### src/design/raf_pkg.sv
// Shared types and constants for the radial falloff alpha generator.
package raf_pkg;

    typedef struct packed {
        logic valid;
        logic ovf;
    } raf_ctl_t;

    localparam int CFG_W    = 11;
    localparam int PIX_W    = 10;
    localparam int ALPHA_W  = 8;
    localparam int QUOT_W   = 32;
    localparam int ROOT_W   = 16;
    localparam int FRAC_W   = 16;
    localparam int UNIT_W   = FRAC_W + 1;
    localparam int SIZE_RST = 256;

endpackage

### src/design/raf_power.sv
// Falloff stages: complement, three squarings and scale to an alpha byte.
module raf_power (
    input  logic                          clk,
    input  logic                          rst_n,
    input  raf_pkg::raf_ctl_t             in_ctl,
    input  logic [raf_pkg::ROOT_W-1:0]    root,
    output logic                          out_valid,
    output logic [raf_pkg::ALPHA_W-1:0]   alpha
);
    import raf_pkg::*;

    localparam int NSQ = 3;
    localparam logic [UNIT_W-1:0] ONE = UNIT_W'(1) << FRAC_W;
    localparam logic [ALPHA_W-1:0] SCALE = '1;

    logic [NSQ+1:0]         v_reg;
    logic [UNIT_W-1:0]      q_reg [0:NSQ];
    logic [ALPHA_W-1:0]     alpha_reg;
    logic [UNIT_W+ALPHA_W-1:0] scaled;

    assign scaled = q_reg[NSQ] * SCALE;

    always_ff @(posedge clk or negedge rst_n)
    begin
        if (!rst_n)
            v_reg <= '0;
        else
            v_reg <= {v_reg[NSQ:0], in_ctl.valid};
    end

    always_ff @(posedge clk)
    begin
        q_reg[0]  <= in_ctl.ovf ? '0 : ONE - UNIT_W'(root);
        alpha_reg <= scaled[FRAC_W +: ALPHA_W];
    end

    for (genvar i = 0; i < NSQ; i++)
    begin : g_sq
        logic [2*UNIT_W-1:0] prod;

        assign prod = q_reg[i] * q_reg[i];

        always_ff @(posedge clk)
        begin
            // truncate back to Q1.16
            q_reg[i+1] <= prod[FRAC_W +: UNIT_W];
        end
    end

    assign out_valid = v_reg[NSQ+1];
    assign alpha     = alpha_reg;

endmodule

### config.mk
export PLATFORM = sky130hd
export DESIGN_NAME = raf_power
export DESIGN_NICKNAME = d
export VERILOG_FILES = /design/src/design/raf_pkg.sv /design/src/design/raf_power.sv
export SDC_FILE = /design/constraint.sdc
export NUM_CORES = 2
export LEC_CHECK = 0
export BUFFER_PORTS_ARGS = -buffer_cell sky130_fd_sc_hd__buf_4
export CORE_AREA = 8 8 259 261
export DETAILED_ROUTE_END_ITERATION = 16
export DIE_AREA = 0 0 267 269
export PLACE_DENSITY = 0.7
export SETUP_SLACK_MARGIN = 0.1
export SLEW_MARGIN = 20
export SYNTH_ARGS = -nofsm -noshare
export SYNTH_HDL_FRONTEND = slang
export SYNTH_SLANG_ARGS = --single-unit
### constraint.sdc
create_clock -name clk -period 6.05 [get_ports clk]
set_clock_uncertainty 0.05 [all_clocks]
set_input_delay 0.605 -clock clk [delete_from_list [all_inputs] [get_ports clk]]
set_output_delay 0.605 -clock clk [all_outputs]
set_load 0.02 [all_outputs]
==> flow_metrics.env <==
export IMPL_outcome="finished clean"
export IMPL_crit_chain="buf_6, and2_4, fa_1, inv_1, fa_1, fa_1, inv_1, fa_1, fa_1, inv_1, fa_1, inv_1, ha_1, a21oi_2, o21ai_1, or3_1, o22a_2, a31oi_4, o221ai_2, buf_4, a31oi_4, xnor2_1"
export IMPL_gr_total_overflow=0
export IMPL_synth_warnings=0
export IMPL_min_period_ns=5.81
export IMPL_max_slew_margin_pct=54.7
export IMPL_clock_path_buffers=2
export IMPL_path_max_fanout=6
export IMPL_async_flop_share_pct=6.17
export IMPL_largest_reg_flops=68
export IMPL_dp_hpwl_um=49600
export IMPL_h_tree_depth=3
export IMPL_hold_viol=0
export IMPL_portBuffers=28
export IMPL_worstPathRequired_ns=6.26
export IMPL_start_util_pct=44.8
export IMPL_finalMaxSlewViolations=0
export IMPL_rsz0062_at_grt="true"
export IMPL_worst_pin_slew_ns=0.674
export IMPL_routedWlPerCell_um=13.8
export IMPL_syn_num_nets=4034
export IMPL_synth_top_area_share_pct=45.4
export IMPL_ys_seq_area_share_pct=5.85
export IMPL_netlist_area_um2=28100
export IMPL_avgSynthCellArea_um2=9.33
export IMPL_place_ws_ns=-0.349
export IMPL_dr_total_vias=19100
export IMPL_grt_use_total_pct=16.0
export IMPL_via_per_inst=4.76
export IMPL_grt_pass1_wl_um=96700
export IMPL_ys_seq_elements=81
export IMPL_synth_area_leader_cell="fa_1"
export IMPL_gp_congestion=0.861
export IMPL_cts_buffers=9
export IMPL_slowest_stage="fa_1"
export IMPL_antenna_cells=0
export IMPL_route_detailed_drc=0
export IMPL_cp_common_cell="fa_1"
export IMPL_hold_path_class="in -> reg"
export IMPL_ioPinCount=29
export IMPL_fillerInstances=5653
export IMPL_synthDistinctLibCells=65
export IMPL_root_buffer="clkbuf_16"
export IMPL_post_route_period_util_pct=96.0
export IMPL_die_x_um=267
export IMPL_arrival_ns=6.02
export IMPL_antenna_found_initial=0
export IMPL_synthTopCellsByArea="fa_1 45%, ha_1 16%, inv_1 12%"
export IMPL_synth_edf_count=0
export IMPL_grt_pass1_vias=21100
export IMPL_drtIter0Drc=770
export IMPL_coreArea_um2=62700
export IMPL_start_kind="flip-flop"
export IMPL_grt_max_degree=18
export IMPL_regArea_um2=1770
export IMPL_clk_latency_ns=0.39
export IMPL_tritoncts="yes"
export IMPL_crit_type="reg -> reg"
export IMPL_drt_pass1_iterations=7
export IMPL_drive_gt1_share_pct=11.8
export IMPL_drt_total_wl_um=55300
export IMPL_end_kind="flip-flop"
export IMPL_finalSetupViolations=0
export IMPL_netlist_instances=3016
export IMPL_drv_cap=0
export IMPL_die_area_um2=71800
export IMPL_drtAntennaViolNets=0
export IMPL_multi_input_area_um2=23400
export IMPL_critPathMaxStageDelay_ns=0.53
export IMPL_synthFlopType="dfxtp_1"
export IMPL_fin_nets=4172
export IMPL_die_y_um=269
export IMPL_cts_sinks=81
export IMPL_area_growth_pct=11.9
export IMPL_layout_setup_ws_ns=0.243
export IMPL_max_freq_mhz=172
export IMPL_rows=92
export IMPL_clkTransAtPathRegs_ns=0.07
[layout by cell type, fill, tap and decap left out, types with 17 or more instances in the layout]
cell type	n
a21o_1	34
a21oi_1	71
and2_1	158
buf_4	173
dfxtp_1	32
dfxtp_4	29
fa_1	624
ha_1	345
inv_1	890
nand2_1	250
nor2_1	72
nor2b_1	18
nor3_1	17
o21ai_0	20
xnor2_1	67
xor2_1	40
[synthesized netlist by cell type (10+ instances only)]
cell type  instances
o21ai_0           23
xnor2_1           69
a31oi_1           10
nor2_1            78
o21ai_1           16
inv_1            899
nand4_1           15
ha_1             360
xor2_1            40
and2_1           170
a21o_1            34
a21oi_1           82
dfxtp_1           76
nor2b_1           19
fa_1             638
nand3_1           16
nand2_1          266
nor3_1            18
clkbuf_1          65
[metrics by stage]
step | setup TNS (ns) | util, % | hold slack [ns] | instances | area (µm²)
after detailed placement | -1.28 | 48.3 | 0.290 | 3975 | 30300
after floorplan | 0 | - | 0.259 | 3016 | 28100
final | 0 | 50.1 | 0.291 | 4005 | 31500
after CTS | 0 | 49.0 | 0.270 | 3992 | 30700
after global placement | -0.694 | 48.3 | 0.282 | 3975 | 30300
after global routing | 0 | 50.1 | 0.282 | 4005 | 31500
[cell families (layout without fill, tap and decap cells)]
kind of cell | count (synthesis) | in the layout | share of synthesized area, %
adders and majority gates | 998 | 998 | 61.4
buffers and inverters | 965 | 1108 | 12.9
and+or+nand+nor | 627 | 627 | 10.8
AOI/OAI and AO/OA | 231 | 231 | 5.41
xor gates and xnor gates | 109 | 109 | 3.39
DFF | 81 | 81 | 5.85
muxes | 5 | 5 | 0.191
[routing by layer]
layer / wire, µm / up-vias / track usage, %
met4: 919 / 0 / 3.48
met3: 1620 / 63 / 1.88
li1: - / 9194 / -
met2: 28500 / 292 / 29.7
met1: 24300 / 9514 / 20.0
met5: 0 / - / 0
[final timing paths]
kind,slack (ns),startpoint,cells after the start,end
setup / recovery,0.24,q_reg[2][4],22,q_reg[3][16]
hold / removal,0.29,in_ctl[1],1,v_reg[0]
setup reg to reg,0.24,q_reg[2][4],22,q_reg[3][16]
hold reg to reg,0.30,v_reg[0],0,v_reg[1]
max in group asynchronous,5.32,rst_n,2,v_reg[2]
min in group asynchronous,0.52,rst_n,2,v_reg[0]
[area by class of cell]
class,instances,share of cell area [%]
tap,846,3.36
timing repair buffer,193,4.98
sequential,81,5.64
clock inverter,5,0.270
clock buffer,11,0.772
multi-input combinational,1970,74.2
inverter,899,10.7
[what timing repair did]
item                       4_1_cts  5_1_grt
pin swaps                        3       74
setup endpoints to repair       22       31
resized for setup               32      179
hold buffers                     1        0
cloned                           0        0
hold endpoints to repair         5        0
setup buffers                    0       13
[worst max-delay path: cells and delay by family (launching register included)]
family | cells | cell delay (ns)
AO/OA/AOI/OAI | 6 | 1.09
XOR/XNOR | 1 | 0.09
adder cells (fa/ha/maj) | 7 | 3.09
buffers and inverters | 6 | 0.50
flip-flops | 1 | 0.38
AND/OR/NAND/NOR | 2 | 0.49
Power is not shown: default switching activity piles up to over one toggle a cycle in this logic, so the estimate is an artifact.
