==> src/design/raf_pkg.sv <==
// Shared types and constants for the radial falloff alpha generator.
package raf_pkg;

    typedef struct packed {
        logic valid;
        logic ovf;
    } raf_ctl_t;

    localparam int CFG_W    = 11;
    localparam int PIX_W    = 10;
    localparam int ALPHA_W  = 8;
    localparam int QUOT_W   = 32;
    localparam int ROOT_W   = 16;
    localparam int FRAC_W   = 16;
    localparam int UNIT_W   = FRAC_W + 1;
    localparam int SIZE_RST = 256;

endpackage

==> src/design/raf_front.sv <==
// Front stages: saturate size, form offsets, squared distance and denominator.
module raf_front #(
    parameter int MAX_SIZE = 1024
) (
    input  logic                          clk,
    input  logic                          rst_n,
    input  logic                          in_valid,
    input  logic [raf_pkg::PIX_W-1:0]     pixel_x,
    input  logic [raf_pkg::PIX_W-1:0]     pixel_y,
    input  logic [raf_pkg::CFG_W-1:0]     size_cfg,
    output raf_pkg::raf_ctl_t             ctl,
    output logic [2*$clog2(MAX_SIZE+1):0] rem,
    output logic [2*$clog2(MAX_SIZE+1):0] den
);
    import raf_pkg::*;

    localparam int SW  = $clog2(MAX_SIZE + 1);
    localparam int AW  = (SW > PIX_W + 1) ? SW : PIX_W + 1;
    localparam int NW  = 2 * SW + 1;
    localparam int DW2 = 2 * AW + 1;

    logic [AW-1:0]    size_ext;
    logic [AW-1:0]    size_sat;
    logic [AW-1:0]    ax2;
    logic [AW-1:0]    ay2;
    logic [AW-1:0]    ax_next;
    logic [AW-1:0]    ay_next;

    raf_ctl_t         c1_reg;
    logic [AW-1:0]    ax_reg;
    logic [AW-1:0]    ay_reg;
    logic [SW-1:0]    s_reg;

    raf_ctl_t         c2_reg;
    logic [2*AW-1:0]  axx_reg;
    logic [2*AW-1:0]  ayy_reg;
    logic [NW-1:0]    den2_reg;

    raf_ctl_t         c3_reg;
    logic [DW2-1:0]   d2_reg;
    logic [NW-1:0]    den3_reg;

    raf_ctl_t         c4_reg;
    logic [NW-1:0]    rem_reg;
    logic [NW-1:0]    den4_reg;

    logic [2*SW-1:0]  ss;

    always_comb
    begin
        size_ext = AW'(size_cfg);
        size_sat = (size_ext > AW'(MAX_SIZE)) ? AW'(MAX_SIZE) : size_ext;
        ax2      = AW'({pixel_x, 1'b0});
        ay2      = AW'({pixel_y, 1'b0});
        ax_next  = (ax2 >= size_sat) ? ax2 - size_sat : size_sat - ax2;
        ay_next  = (ay2 >= size_sat) ? ay2 - size_sat : size_sat - ay2;
        ss       = s_reg * s_reg;
    end

    always_ff @(posedge clk or negedge rst_n)
    begin
        if (!rst_n)
        begin
            c1_reg <= '0;
            c2_reg <= '0;
            c3_reg <= '0;
            c4_reg <= '0;
        end
        else
        begin
            c1_reg.valid <= in_valid;
            c1_reg.ovf   <= (size_sat == '0);
            c2_reg       <= c1_reg;
            c3_reg       <= c2_reg;
            c4_reg.valid <= c3_reg.valid;
            // ratio at or beyond 1.0 clamps alpha to zero
            c4_reg.ovf   <= c3_reg.ovf || (d2_reg >= DW2'(den3_reg));
        end
    end

    always_ff @(posedge clk)
    begin
        ax_reg   <= ax_next;
        ay_reg   <= ay_next;
        s_reg    <= SW'(size_sat);
        axx_reg  <= ax_reg * ax_reg;
        ayy_reg  <= ay_reg * ay_reg;
        den2_reg <= {ss, 1'b0};
        d2_reg   <= DW2'(axx_reg) + DW2'(ayy_reg);
        den3_reg <= den2_reg;
        rem_reg  <= NW'(d2_reg);
        den4_reg <= den3_reg;
    end

    assign ctl = c4_reg;
    assign rem = rem_reg;
    assign den = den4_reg;

endmodule

==> config.mk <==
export PLATFORM = sky130hd
export DESIGN_NAME = raf_front
export DESIGN_NICKNAME = d
export VERILOG_FILES = /design/src/design/raf_pkg.sv /design/src/design/raf_front.sv
export SDC_FILE = /design/constraint.sdc
export NUM_CORES = 1
export LEC_CHECK = 0
export BUFFER_PORTS_ARGS = -buffer_cell sky130_fd_sc_hd__buf_2
export CAP_MARGIN = 5
export CORE_ASPECT_RATIO = 1.1
export CORE_MARGIN = 2
export CORE_UTILIZATION = 30
export DETAILED_ROUTE_END_ITERATION = 7
export GPL_ROUTABILITY_DRIVEN = 0
export PLACE_DENSITY = 0.43
export SKIP_LAST_GASP = 1
export SYNTH_ARGS = -nofsm -noshare
export SYNTH_HDL_FRONTEND = slang
export SYNTH_SLANG_ARGS = --single-unit
==> constraint.sdc <==
create_clock -name clk -period 7.7 [get_ports clk]
set_clock_uncertainty 0.2 [all_clocks]
set_input_delay 1.155 -clock clk [delete_from_list [all_inputs] [get_ports clk]]
set_output_delay 1.155 -clock clk [all_outputs]
set_load 0.01 [all_outputs]
==> metrics.cfg <==
[placement]
dpl.hpwl_um=32000
dpl_worst_slack_ps=1970
port-buffer-count=78

[setup_path]
cp.depth=19
regToRegEndpoint=axx_reg[18]
r2r_start=ax_reg[5]
crit_type=reg -> reg
rr_worst_depth=19
critPathCaptureType=register
worst_ep_arrival_time_ps=5940
path_delay_family=adder cells
worstSetupStartpointType=register
slowest_delay_ps=620
critPathSlowestCell=dfxtp_1
cp_num_buf_inv=5
crit_fanout=11
critPathCapture=axx_reg[18]
required_ps=7910
crit_path_start=ax_reg[5]
r2r_slack_ps=1970
path_cells=nand2_1, fa_1, inv_1, fa_1, inv_1, fa_1, inv_1, fa_1, inv_1, fa_1, inv_1, ha_1, a2111oi_0, o21ai_0, a21oi_1, o31a_1, o21bai_1, a21oi_1, xnor2_1

[timing]
fin_crit_sh_pct=74.4
rsz0062_at_grt=no
fmax_ghz=0.174
hold_viol=0
finalSetupViolCount=0
tightest_slew_ps=807
max-slew-margin-rel_pct=46.2
tns_ps=0
min_period_ps=5730
setup_slack_ps=1970
slew_viol_final=0

[global_route]
grt_max_degree=37
grt_pass1_wl_um=62900
grt_usage_pct=13.8
first_global_vias=12000
overflow=0
antenna_found_initial=1

[route]
drt-total-wl_um=37800
drc=0
vias_per_cell=4.39
firstDrtPassIters=5
drtIter0Drc=497
vias=11200
ant_nets=0
post_drt_wl_per_cell_um=14.8

[clock_network]
clk_pin_slew_ps=80
cts_buffers=17
cts_root_buf=clkbuf_16
post_cts_resized=0
cts_sinks=184
ctsHtreeMaxLevel=4
cts_setup_buffers=0
hold_buffers=0
cts_buffer_depth=2
clock_latency_ps=470
tritoncts=yes

[synth]
avgSynthCellArea_sq_um=9.53
ys_warn_count=0
synth_ff_type=dfxtp_1
synth-edff-count=0
ys_seq_area_share_pct=22.3
synth_cell_type_count=74
syn_inst=1753
netlist_area_sq_mm=0.0167
ys_async_sr_fraction_pct=4.35
synth_seq_cells=184

[worst_hold_path]
hold_path_class=reg -> reg

[status]
status=complete, no violations

[die]
row_count=90
core_sq_mm=0.0550
die-height_um=251
dieArea_sq_mm=0.0576
start_util_pct=30.4
die_x_um=229
pin_count=82

[cells_and_area]
drive_above_1_share_pct=7.11
final.fill_count=5749
multi_input_area_sq_mm=0.0114
insertedDiodeCount=0
nNetsFinal=2260
regArea_sq_mm=0.00372
area_delta_synth_final_pct=10.4

[job]
cap_viol_max_count=0

==> synth_stat cells (12+ instances only) <==
cell type | instances | area [sq um]
a21oi_1 | 74 | 370
fa_1 | 194 | 3880
inv_1 | 358 | 1340
and2_1 | 84 | 526
xor2_1 | 25 | 219
nor3_1 | 12 | 60.1
a21o_1 | 37 | 278
clkbuf_1 | 42 | 158
mux2i_1 | 17 | 170
nor2_1 | 62 | 233
xnor2_1 | 73 | 639
o21bai_1 | 16 | 120
nor2b_1 | 21 | 131
o21ai_0 | 39 | 195
dfxtp_1 | 176 | 3520
o21a_1 | 19 | 143
ha_1 | 230 | 2880
nand2_1 | 116 | 435
==> cell usage in the layout (no fill, tap or decap), types with 62 or more instances in the layout <==
master | synthesis | routed
and2_1 | 84 | 84
nand2_1 | 116 | 116
inv_1 | 358 | 358
fa_1 | 194 | 194
ha_1 | 230 | 230
xnor2_1 | 73 | 73
a21oi_1 | 74 | 74
buf_2 | 1 | 78
dfxtp_1 | 176 | 176
nor2_1 | 62 | 62
==> area by class of cell <==
class	count	area share, %
Multi-Input combinational cell	1161	61.8
Sequential cell	184	20.2
Inverter	359	7.31
Tap cell	736	5.00
Clock buffer	20	2.48
Timing Repair Buffer	79	2.16
Clock inverter	11	1.00
==> routing by layer <==
layer / share of wire [%] / up-vias / global-route usage (%)
li1: - / 5664 / -
met4: 1.8 / 0 / 3.93
met2: 46 / 153 / 22.8
met5: 0 / - / 0
met1: 50 / 5344 / 18.7
met3: 2.5 / 33 / 2.20
==> worst min path at each step <==
stage | from | to | depth (start not counted)
6_report | den2_reg[17] | den3_reg[17] | 0
5_1_grt | den2_reg[6] | den3_reg[6] | 0
4_1_cts | den2_reg[17] | den3_reg[17] | 0
3_5_place_dp | den2_reg[17] | den3_reg[17] | 0
3_3_place_gp | den2_reg[21] | den3_reg[21] | 0
2_1_floorplan | ayy_reg[0] | d2_reg[1] | 0
==> per-stage QoR <==
stage	cells	cell area, sq um	hold slack (ps)	utilization, %
after CTS	2550	18400	122	33.5
after global routing	2550	18400	126	33.5
final	2550	18400	123	33.5
after global placement	2519	17800	112	32.4
after detailed placement	2519	17800	114	32.4
after floorplan	1757	16700	110	-
==> worst reg2reg max path: stages, from the launching register on <==
cell,delay (ps)
dfxtp_1,620
nand2_1,150
fa_1,550
inv_1,60
fa_1,500
inv_1,50
fa_1,530
inv_1,50
fa_1,470
inv_1,50
fa_1,470
inv_1,40
ha_1,360
a2111oi_0,440
o21ai_0,200
a21oi_1,280
o31a_1,270
o21bai_1,80
a21oi_1,180
xnor2_1,130
==> kinds of logic (layout without fill, tap and decap cells) <==
| family | count (synthesis) | count (layout) | synth area share (%) |
|---|---|---|---|
| AOI/OAI and AO/OA | 262 | 262 | 10.6 |
| xor gates and xnor gates | 99 | 99 | 5.24 |
| adders and majority gates | 424 | 424 | 40.5 |
| buffers and inverters | 412 | 469 | 9.54 |
| DFF | 184 | 184 | 22.3 |
| muxes | 22 | 22 | 1.38 |
| other | 1 | 5 | 0.0225 |
| and+or+nand+nor | 349 | 349 | 10.4 |
Power is left out: the tool's default activity adds up to more than one toggle a clock period on the data nets, which glitch-free logic cannot reach.
