## src/design/raf_pkg.sv

```systemverilog
// Shared types and constants for the radial falloff alpha generator.
package raf_pkg;

    typedef struct packed {
        logic valid;
        logic ovf;
    } raf_ctl_t;

    localparam int CFG_W    = 11;
    localparam int PIX_W    = 10;
    localparam int ALPHA_W  = 8;
    localparam int QUOT_W   = 32;
    localparam int ROOT_W   = 16;
    localparam int FRAC_W   = 16;
    localparam int UNIT_W   = FRAC_W + 1;
    localparam int SIZE_RST = 256;

endpackage

```

## src/design/raf_div.sv

```systemverilog
// Pipelined restoring divider: one quotient bit per stage.
module raf_div #(
    parameter int NW = 23
) (
    input  logic                          clk,
    input  logic                          rst_n,
    input  raf_pkg::raf_ctl_t             in_ctl,
    input  logic [NW-1:0]                 in_rem,
    input  logic [NW-1:0]                 in_den,
    output raf_pkg::raf_ctl_t             out_ctl,
    output logic [raf_pkg::QUOT_W-1:0]    quot
);
    import raf_pkg::*;

    raf_ctl_t          ctl_reg  [0:QUOT_W];
    logic [NW-1:0]     rem_reg  [0:QUOT_W];
    logic [NW-1:0]     den_reg  [0:QUOT_W];
    logic [QUOT_W-1:0] quot_reg [0:QUOT_W];

    assign ctl_reg[0]  = in_ctl;
    assign rem_reg[0]  = in_rem;
    assign den_reg[0]  = in_den;
    assign quot_reg[0] = '0;

    for (genvar i = 0; i < QUOT_W; i++)
    begin : g_stage
        logic [NW:0] r2;
        logic        take;

        always_comb
        begin
            r2   = {rem_reg[i], 1'b0};
            take = (r2 >= {1'b0, den_reg[i]});
        end

        always_ff @(posedge clk or negedge rst_n)
        begin
            if (!rst_n)
                ctl_reg[i+1] <= '0;
            else
                ctl_reg[i+1] <= ctl_reg[i];
        end

        always_ff @(posedge clk)
        begin
            rem_reg[i+1]  <= take ? NW'(r2 - {1'b0, den_reg[i]}) : NW'(r2);
            den_reg[i+1]  <= den_reg[i];
            quot_reg[i+1] <= {quot_reg[i][QUOT_W-2:0], take};
        end
    end

    assign out_ctl = ctl_reg[QUOT_W];
    assign quot    = quot_reg[QUOT_W];

endmodule

```

## config.mk

```make
export PLATFORM = sky130hd
export DESIGN_NAME = raf_div
export DESIGN_NICKNAME = d
export VERILOG_FILES = /design/src/design/raf_pkg.sv /design/src/design/raf_div.sv
export SDC_FILE = /design/constraint.sdc
export NUM_CORES = 2
export LEC_CHECK = 0
export BUFFER_PORTS_ARGS = -buffer_cell sky130_fd_sc_hd__buf_2
export CORE_MARGIN = 8
export CORE_UTILIZATION = 60
export CTS_BUF_LIST = sky130_fd_sc_hd__clkbuf_8
export CTS_CLUSTER_SIZE = 20
export DETAILED_ROUTE_END_ITERATION = 12
export PLACE_DENSITY = 0.76
export SYNTH_ARGS = -nofsm -noshare
export SYNTH_HDL_FRONTEND = slang
export SYNTH_SLANG_ARGS = --single-unit
export TNS_END_PERCENT = 20
```

## constraint.sdc

```tcl
create_clock -name clk -period 8.15 [get_ports clk]
set_input_delay 0.815 -clock clk [delete_from_list [all_inputs] [get_ports clk]]
set_output_delay 0.815 -clock clk [all_outputs]
set_load 0.01 [all_outputs]
```

==> impl_results.md <==
* TritonRoute pass-1 iters at 6
* Pre-CTS WS at roughly 4200 ps
* Layout cell share with drive strength beyond 1 at between 10% and 20%
* Async S/R FF share, synth at 3.171%
* PD cells at ~460 mW/mm^2
* GRT Resource Usage Total at roughly 22%
* Final Critical Period at between 4000 and 5000 ps
* Post-synth EDFFs at 0
* # rows at roughly 140
* Final layout net count at around 9600
* Complex-gate fraction of the synthesized area at about 16%
* P_leak at 44.14 nW
* Clk_lat worst skew at roughly 990 ps
* Worst Skew at 74.60 ps
* Post-Synth Simple-Gate Area at 8.892%
* Placed cell area at 0.08635 sq mm
* Largest net degree at the start of global routing at 65
* Final Hold Fails at 0
* Post-Synth XOR/XNOR Area at between 6 and 7%
* Worst VDD drop at 0.0002860 V
* Routed via count at ~59000
* Max-slew headroom at between 10% and 20%
* Worst path most repeated cell: o21ai_0
* H-tree levels at 5
* MaxCap Viol Count at 0
* Final worst setup slack at just over 4000 ps
* WL/cell at 15.98 um
* Vias in the first global route at 59314
* Cells after Synth at 8469
* CTS Buffer Depth at 4
* Starting Density at 60.38%
* Setup CP Type: reg2reg
* Final ANT Viol Nets at 0
* Layout area overhead at 11.22%
* Clock transition at path regs at roughly 60 ps
* Slew Limit Fails at 0
* IO Count at between 80 and 90
* Multi-input logic area at between 0.03 and 0.04 sq mm
* Post-Synth Adder-Cell Area at 11.67%
* CP Launch Type: flop
* Prevailing post-synth register cell: dfxtp_1
* Fmax at 246.6 MHz
* Filler cell count at 10960
* Gr ovfl total at 0
* Setup TNS at 0 ps
* Avg Cell Area, Syn at 9.936 sq um
* Final setup fails at 0
* Die width at between 300 and 400 um
* Crit path largest cell delay at 580 ps
* Status: finished, final reports clean
* Mux cell area share after synthesis at about 4.2%
* Initial DRC count at between 3000 and 4000
* RSZ-0062 raised after global routing: no
* Fraction of the yosys area taken by sequential cells at 48.39%
* First-pass GRT wire length at about 290000 um
* Clk sinks at just over 2000
* Worst path buffer plus inverter count at 2
* Top delay family on crit path: compound AO/OA/AOI/OAI gates
* Die ar. at between 0.15 and 0.2 sq mm
* Critical path capture point type: flop
* Placeable core region at between 0.1 and 0.15 sq mm
* Max stage delay cell, worst path: a2111oi_1
* Syn nets at 9285
* Hpwl dp at approximately 130000 um
* Critical Path AT at between 4000 and 5000 ps
* RD Place Congestion at approximately 0.93
* CTS root buf: clkbuf_8
* Largest family of logic cells by synthesized area: compound AO/OA/AOI/OAI gates
* Register Area at 0.04072 sq mm
* Crit-path max FO at 36
* Port buffer count at 83
* Yosys reg bits at approximately 2000
* Finished Cell Area at a little over 0.09 sq mm
* Drt total wl at roughly 170000 um
* CTS Buf Count at between 300 and 400
* PostCTS Resize Cnt at 0
* Yosys cell types at 90
* Worst path cell trace: inv_1 > fa_1 > a21oi_1 > o21ai_0 > a2111oi_1 > nor2_1 > o21ai_0 > and3b_1 > o311ai_1 > a311oi_4 > buf_4 > mux2_2
* Vias per inst at 5.417
* Fin crit share at around half
* CTS tree: built
* Hold Crit Class: in2reg
* Die H at between 300 and 400 um
* WP data required at about 9000 ps
* Drc violations at 0
* Antenna violations before repair at 4
* Post-Syn Area at about 0.084 sq mm
* Yosys warns at 0
* Slew @ Worst Pin at 1283 ps
[synthesized netlist by cell type (20+ instances only)]
| master | instances | area [sq um] |
|---|---|---|
| dfxtp_1 | 1954 | 39120 |
| inv_1 | 901 | 3382 |
| ha_1 | 735 | 9196 |
| a21oi_1 | 625 | 3128 |
| o21ai_0 | 529 | 2648 |
| nand2_1 | 498 | 1869 |
| nor2_1 | 480 | 1802 |
| xnor2_1 | 344 | 3013 |
| a21o_1 | 338 | 2537 |
| mux2_2 | 293 | 3299 |
| xor2_1 | 261 | 2286 |
| nand3_1 | 111 | 555.5 |
| clkbuf_1 | 99 | 371.6 |
| nor2b_1 | 95 | 594.3 |
| o21bai_1 | 95 | 713.2 |
| nand4_1 | 90 | 563.0 |
| o21a_1 | 90 | 675.7 |
| nor3_1 | 78 | 390.4 |
| nand2b_1 | 75 | 469.2 |
| dfrtp_1 | 64 | 1602 |
| a31oi_1 | 56 | 350.3 |
| a211oi_1 | 52 | 390.4 |
| o31ai_1 | 49 | 367.9 |
| and3_1 | 38 | 237.7 |
| buf_2 | 37 | 185.2 |
| buf_4 | 35 | 262.8 |
| fa_1 | 31 | 620.6 |
| or2_2 | 25 | 156.4 |
| and2_1 | 24 | 150.1 |
| or3_1 | 24 | 150.1 |
| a2111oi_0 | 22 | 192.7 |
| a21boi_0 | 20 | 150.1 |
[repair_timing]
item	4_1_cts	5_1_grt
hold buffers	26	0
endpoints found under the setup margin	0	0
endpoints found under the hold margin	90	0
buffers inserted	0	0
[metrics by stage]
stage | instances | hold WS (ps) | utilization [%] | power (W)
2_1_floorplan | 8469 | 309.6 | - | 0.02967
3_3_place_gp | 10274 | 309.5 | 61.96 | 0.03332
3_5_place_dp | 10274 | 312.1 | 61.96 | 0.03378
4_1_cts | 10868 | 0.2189 | 67.15 | 0.04320
5_1_grt | 10870 | 28.86 | 67.16 | 0.04624
6_report | 10870 | 100.5 | 67.16 | 0.04295
[worst reg2reg max path: cells and delay by family, from the launching register on]
family,cells,cell delay [ps]
compound gates,6,1820
mux,1,380
flops,1,360
fa+ha+maj,1,470
buf+inv,2,490
simple gates,2,410
[cells in the final DEF (no fill, tap or decap), types with 64 or more instances in the layout]
cell type,instances
a21o_1,338
a21oi_1,624
buf_2,83
clkbuf_8,420
dfrtp_1,64
dfxtp_1,1954
ha_1,735
inv_1,978
mux2_2,293
nand2_1,498
nand2b_1,75
nand3_1,111
nand4_1,90
nor2_1,480
nor2b_1,95
nor3_1,78
o21a_1,90
o21ai_0,529
o21bai_1,95
xnor2_1,344
xor2_1,261
[report_power, final]
| group | switching, W | total, W | internal (W) | leakage [nW] |
|---|---|---|---|---|
| Sequential | 0.00180 | 0.0151 | 0.0133 | 17.2 |
| Clock | 0.00382 | 0.00910 | 0.00528 | 3.89 |
| Combinational | 0.0101 | 0.0187 | 0.00867 | 23.0 |
| Total | 0.0157 | 0.0430 | 0.0273 | 44.1 |
[worst paths after layout]
path	startpoint	slack [ps]	to	depth (start not counted)
setup / recovery	den_reg[368]	4100	g_stage[17].r2[2]	12
hold / removal	in_rem[17]	100	g_stage[1].r2[19]	2
setup reg to reg	den_reg[368]	4100	g_stage[17].r2[2]	12
hold reg to reg	quot_reg[170]	300	quot_reg[139]	0
max in group asynchronous	rst_n	7070	ctl_reg[51]	3
min in group asynchronous	rst_n	550	ctl_reg[20]	3
[final cells by class]
type,count,share of cell area (%)
Sequential cell,2018,43.51
Multi-Input combinational cell,5370,41.98
Clock buffer,420,6.176
Inverter,902,3.618
Tap cell,1876,2.508
Clock inverter,148,1.282
Timing Repair Buffer,134,0.9224
Antenna cell,2,0.005348
[cells by family (layout without fill, tap and decap cells)]
family / count (synthesis) / after routing
fa+ha+maj: 766 / 766
compound gates: 2082 / 2082
xor+xnor: 605 / 605
mux: 313 / 313
other cells: 0 / 2
simple gates: 1604 / 1604
flops: 2018 / 2018
buf+inv: 1081 / 1604
[routing by layer]
layer  up-vias  share of wire, %  track usage [%]
met1     27361                43            26.87
met5         -                 0                0
met3       491               4.7            3.929
met2      1420                49            39.23
met4         0               3.7            9.427
li1      29614                 -                -
No activity file was read; power rests on OpenSTA's default activity.
