--- src/design/raf_pkg.sv ---
// Shared types and constants for the radial falloff alpha generator.
package raf_pkg;

    typedef struct packed {
        logic valid;
        logic ovf;
    } raf_ctl_t;

    localparam int CFG_W    = 11;
    localparam int PIX_W    = 10;
    localparam int ALPHA_W  = 8;
    localparam int QUOT_W   = 32;
    localparam int ROOT_W   = 16;
    localparam int FRAC_W   = 16;
    localparam int UNIT_W   = FRAC_W + 1;
    localparam int SIZE_RST = 256;

endpackage

--- src/design/raf_sqrt.sv ---
// Pipelined integer square root: one root bit per stage.
module raf_sqrt (
    input  logic                          clk,
    input  logic                          rst_n,
    input  raf_pkg::raf_ctl_t             in_ctl,
    input  logic [raf_pkg::QUOT_W-1:0]    val,
    output raf_pkg::raf_ctl_t             out_ctl,
    output logic [raf_pkg::ROOT_W-1:0]    root
);
    import raf_pkg::*;

    localparam int RW = ROOT_W + 2;

    raf_ctl_t          ctl_reg  [0:ROOT_W];
    logic [QUOT_W-1:0] val_reg  [0:ROOT_W];
    logic [RW-1:0]     rem_reg  [0:ROOT_W];
    logic [ROOT_W-1:0] root_reg [0:ROOT_W];

    assign ctl_reg[0]  = in_ctl;
    assign val_reg[0]  = val;
    assign rem_reg[0]  = '0;
    assign root_reg[0] = '0;

    for (genvar i = 0; i < ROOT_W; i++)
    begin : g_stage
        logic [RW+1:0] sh;
        logic [RW+1:0] trial;
        logic          take;

        always_comb
        begin
            sh    = {rem_reg[i], val_reg[i][QUOT_W-1:QUOT_W-2]};
            trial = (RW+2)'({root_reg[i], 2'b01});
            take  = (sh >= trial);
        end

        always_ff @(posedge clk or negedge rst_n)
        begin
            if (!rst_n)
                ctl_reg[i+1] <= '0;
            else
                ctl_reg[i+1] <= ctl_reg[i];
        end

        always_ff @(posedge clk)
        begin
            val_reg[i+1]  <= {val_reg[i][QUOT_W-3:0], 2'b00};
            rem_reg[i+1]  <= take ? RW'(sh - trial) : RW'(sh);
            root_reg[i+1] <= {root_reg[i][ROOT_W-2:0], take};
        end
    end

    assign out_ctl = ctl_reg[ROOT_W];
    assign root    = root_reg[ROOT_W];

endmodule

--- config.mk ---
export PLATFORM = sky130hd
export DESIGN_NAME = raf_sqrt
export DESIGN_NICKNAME = d
export VERILOG_FILES = /design/src/design/raf_pkg.sv /design/src/design/raf_sqrt.sv
export SDC_FILE = /design/constraint.sdc
export NUM_CORES = 1
export LEC_CHECK = 0
export BUFFER_PORTS_ARGS = -buffer_cell sky130_fd_sc_hd__buf_2
export CAP_MARGIN = 30
export CORE_AREA = 8 8 319 321
export CTS_BUF_LIST = sky130_fd_sc_hd__clkbuf_16
export DETAILED_ROUTE_END_ITERATION = 6
export DIE_AREA = 0 0 327 329
export HOLD_SLACK_MARGIN = 0.15
export PLACE_DENSITY = 0.43
export SLEW_MARGIN = 40
export SYNTH_ARGS = -nofsm -noshare
export SYNTH_HDL_FRONTEND = slang
export SYNTH_SLANG_ARGS = --single-unit
--- constraint.sdc ---
create_clock -name clk -period 4.65 [get_ports clk]
set_clock_uncertainty 0.2 [all_clocks]
set_input_delay 0.93 -clock clk [delete_from_list [all_inputs] [get_ports clk]]
set_output_delay 0.93 -clock clk [all_outputs]
set_load 0.01 [all_outputs]
==> insert_results.sql <==
INSERT INTO impl_metrics (metric_group, metric, value, unit) VALUES
('synth', 'top_cells_by_area_in_the_synthesized_netlist', 'sky130_fd_sc_hd__dfxtp_1, sky130_fd_sc_hd__ha_1, sky130_fd_sc_hd__xnor2_1', ''),
('clock_tree', 'clkTransAtPathRegs', '0.06', 'ns'),
('worst_hold_path', 'holdPathStages', '0', ''),
('final_layout', 'stdcell_count', '3898', ''),
('global_routing', 'grtUsageTotal', '9.44', '%'),
('synth', 'post_synth_most_frequent_cells', 'sky130_fd_sc_hd__dfxtp_1, sky130_fd_sc_hd__inv_1, sky130_fd_sc_hd__ha_1', ''),
('final_layout', 'insertedDiodeCount', '0', ''),
('synth', 'post_synth_fa_ha_maj_area_fraction', '8.00', '%'),
('timing', 'drv_slew', '0', ''),
('synth', 'synth-compound-area-share', '11.3', '%'),
('global_routing', 'grt_first_pass_wirelength', '84.1', 'mm'),
('setup_path', 'reg2reg_to', 'g_stage[13].sh[8]', ''),
('floorplanning', 'design.core.area', '97100', 'um2'),
('clock_tree', 'tritoncts', 'done', ''),
('clock_tree', 'clock-root-buffer', 'sky130_fd_sc_hd__clkbuf_16', ''),
('global_routing', 'grt_antenna_before_repair', '0', ''),
('clock_tree', 'cts.path.max_buffers', '3', ''),
('synth', 'avgSynthCellArea', '10.7', 'um2'),
('worst_hold_path', 'end_point_of_the_worst_hold_path', 'val_reg[349]', ''),
('final_layout', 'num-nets-final', '2742', ''),
('route', 'wl_per_cell', '13.1', 'um'),
('global_routing', 'grt_start_max_net_pins', '33', ''),
('placement', 'placed_cells', '3548', ''),
('timing', 'final_min_period', '3.34', 'ns'),
('setup_path', 'worstReg2RegStart', 'g_stage[12].trial[13]', ''),
('setup_path', 'r2r_slack', '1.31', 'ns'),
('final_layout', 'layout-drive-gt1-share', '9.77', '%'),
('floorplanning', 'num_io_pins', '54', ''),
('setup_path', 'path_max_fanout', '15', ''),
('route', 'remaining_antenna_violation_count', '0', ''),
('clock_tree', 'hold_buffers', '214', ''),
('clock_tree', 'clkLatencyLatePin', '0.62', 'ns'),
('final_layout', 'area_delta_synth_final', '26.6', '%'),
('synth', 'yosys_register_bits', '658', ''),
('placement', 'place_congestion', '0.820', ''),
('placement', 'numPortBuffers', '53', ''),
('route', 'drc', '0', ''),
('synth', 'synth-main-ff-cell', 'sky130_fd_sc_hd__dfxtp_1', ''),
('synth', 'seq_area_frac_synth', '55.7', '%'),
('timing', 'final_clock_period_utilization_by_the_worst_path', '71.9', '%'),
('route', 'routed_via_density', '4.23', ''),
('job', 'cap_violations', '0', ''),
('synth', 'simple_gate_fraction_of_synth_area', '12.0', '%'),
('timing', 'unrepaired_setup_endpoints_after_global_routing', 'false', ''),
('synth', 'ys_types', '84', ''),
('run_status', 'status', 'finished, final reports clean', ''),
('synth', 'synthMostInstantiatedCell', 'sky130_fd_sc_hd__dfxtp_1', ''),
('pwr', 'leakage', '0.0135', 'uW'),
('worst_hold_path', 'hold_path_startpoint', 'val_reg[379]', ''),
('route', 'vias', '16500', ''),
('route', 'postRouteWirelength', '51.1', 'mm'),
('synth', 'number_of_warnings_issued_by_yosys', '0', ''),
('final_layout', 'largest_register_ffs', '280', ''),
('setup_path', 'worst-endpoint-required', '4.97', 'ns'),
('synth', 'synthXorXnorAreaFrac', '6.44', '%'),
('synth', 'combinational_family_with_the_most_area_after_synthesis', 'simple AND/OR/NAND/NOR gates', ''),
('clock_tree', 'tritoncts.num_buffers', '73', ''),
('setup_path', 'worst_ep_arrival_time', '3.66', 'ns'),
('final_layout', 'final_cell_area', '30300', 'um2'),
('global_routing', 'first_global_vias', '16600', ''),
('global_routing', 'grt_remaining_overflow', '0', ''),
('synth', 'yosys.area.top_type_share', '52.4', '%'),
('setup_path', 'setup.worst_path.start_class', 'register', ''),
('placement', 'detailed_place.area', '25700', 'um2'),
('timing', 'relSlewSlack', '46.0', '%'),
('floorplanning', 'die-width', '327', 'um'),
('pwr', 'vdd.ir_drop.worst', '0.000292', 'V'),
('clock_tree', 'cts_h_tree_depth', '3', ''),
('setup_path', 'worst-r2r-cell-count', '7', ''),
('route', 'first_drt_iteration_drcs', '631', ''),
('pwr', 'power_per_cell_area', '527', 'nW/um2');
## power by group
| part | internal, uW | total [uW] | switching [uW] | leakage [uW] |
|---|---|---|---|---|
| Combinational | 1400 | 2870 | 1470 | 0.00665 |
| Sequential | 6610 | 7300 | 691 | 0.00562 |
| Clock | 3480 | 5800 | 2320 | 0.00124 |
## critical path, cell delays in order, from the launching register on
cell,delay (ns)
sky130_fd_sc_hd__dfxtp_1,0.33
sky130_fd_sc_hd__inv_1,0.04
sky130_fd_sc_hd__ha_1,0.36
sky130_fd_sc_hd__a2111oi_0,0.66
sky130_fd_sc_hd__nand2_1,0.10
sky130_fd_sc_hd__a21oi_1,0.40
sky130_fd_sc_hd__and2_1,0.72
sky130_fd_sc_hd__mux2_2,0.43
## worst max-delay path by stage
stage | startpoint | endpoint | slack (ns)
final | g_stage[12].trial[13] | g_stage[13].sh[8] | 1.31
after global routing | g_stage[12].trial[13] | g_stage[13].sh[8] | 1.10
after CTS | g_stage[12].trial[13] | g_stage[13].sh[8] | 1.29
after detailed placement | g_stage[12].trial[13] | g_stage[13].sh[8] | 1.29
after global placement | g_stage[7].trial[2] | g_stage[8].sh[5] | 1.36
after floorplan | g_stage[12].trial[3] | g_stage[13].sh[10] | 1.89
## cell type report
type / instances / area, um2
clock buffers: 74 / 1850
well taps: 1287 / 1610
inverters: 200 / 751
clock inverters: 59 / 593
multi-input cells: 1349 / 9710
repair buffers: 271 / 2450
flip-flops and latches: 658 / 13300
fillers: 9999 / 66800
## cells by family (layout without fill, tap and decap cells)
logic type	Yosys count	count (layout)
DFF	658	658
xor gates and xnor gates	176	176
buffers and inverters	232	604
and+or+nand+nor	539	539
AOI/OAI and AO/OA	422	422
muxes	58	58
other	1	1
adders and majority gates	153	153
## metrics by stage
step           setup WS, ns  hold WS [ns]  power [uW]
2_1_floorplan          1.89         0.110        9320
3_3_place_gp           1.36         0.110       10100
3_5_place_dp           1.29         0.112       10200
4_1_cts                1.29         0.151       16300
5_1_grt                1.10         0.154       16900
6_report               1.31         0.140       16000
## metal layers
metal | routed length, um | vias to the layer above | track usage, %
met5 | 0 | - | 0
met4 | 1520 | 0 | 3.80
met3 | 2080 | 103 | 2.22
li1 | - | 8398 | -
met2 | 23800 | 267 | 15.9
met1 | 23700 | 7719 | 11.6
## cell usage in the layout, fill, tap and decap left out, types with 25 or more instances in the layout
| cell type | count |
|---|---|
| sky130_fd_sc_hd__dfxtp_1 | 626 |
| sky130_fd_sc_hd__dlygate4sd3_1 | 216 |
| sky130_fd_sc_hd__inv_1 | 211 |
| sky130_fd_sc_hd__ha_1 | 153 |
| sky130_fd_sc_hd__a21oi_1 | 133 |
| sky130_fd_sc_hd__nor2_1 | 119 |
| sky130_fd_sc_hd__xnor2_1 | 100 |
| sky130_fd_sc_hd__nand2_1 | 92 |
| sky130_fd_sc_hd__o21ai_0 | 85 |
| sky130_fd_sc_hd__xor2_1 | 76 |
| sky130_fd_sc_hd__nor3_1 | 74 |
| sky130_fd_sc_hd__clkbuf_16 | 74 |
| sky130_fd_sc_hd__buf_2 | 53 |
| sky130_fd_sc_hd__mux2_2 | 42 |
| sky130_fd_sc_hd__nand3_1 | 36 |
| sky130_fd_sc_hd__o21a_1 | 36 |
| sky130_fd_sc_hd__dfrtp_1 | 32 |
| sky130_fd_sc_hd__nand2b_1 | 27 |
| sky130_fd_sc_hd__nand4_1 | 26 |
| sky130_fd_sc_hd__nor4_1 | 25 |
Power figures use the tool's default switching activity.
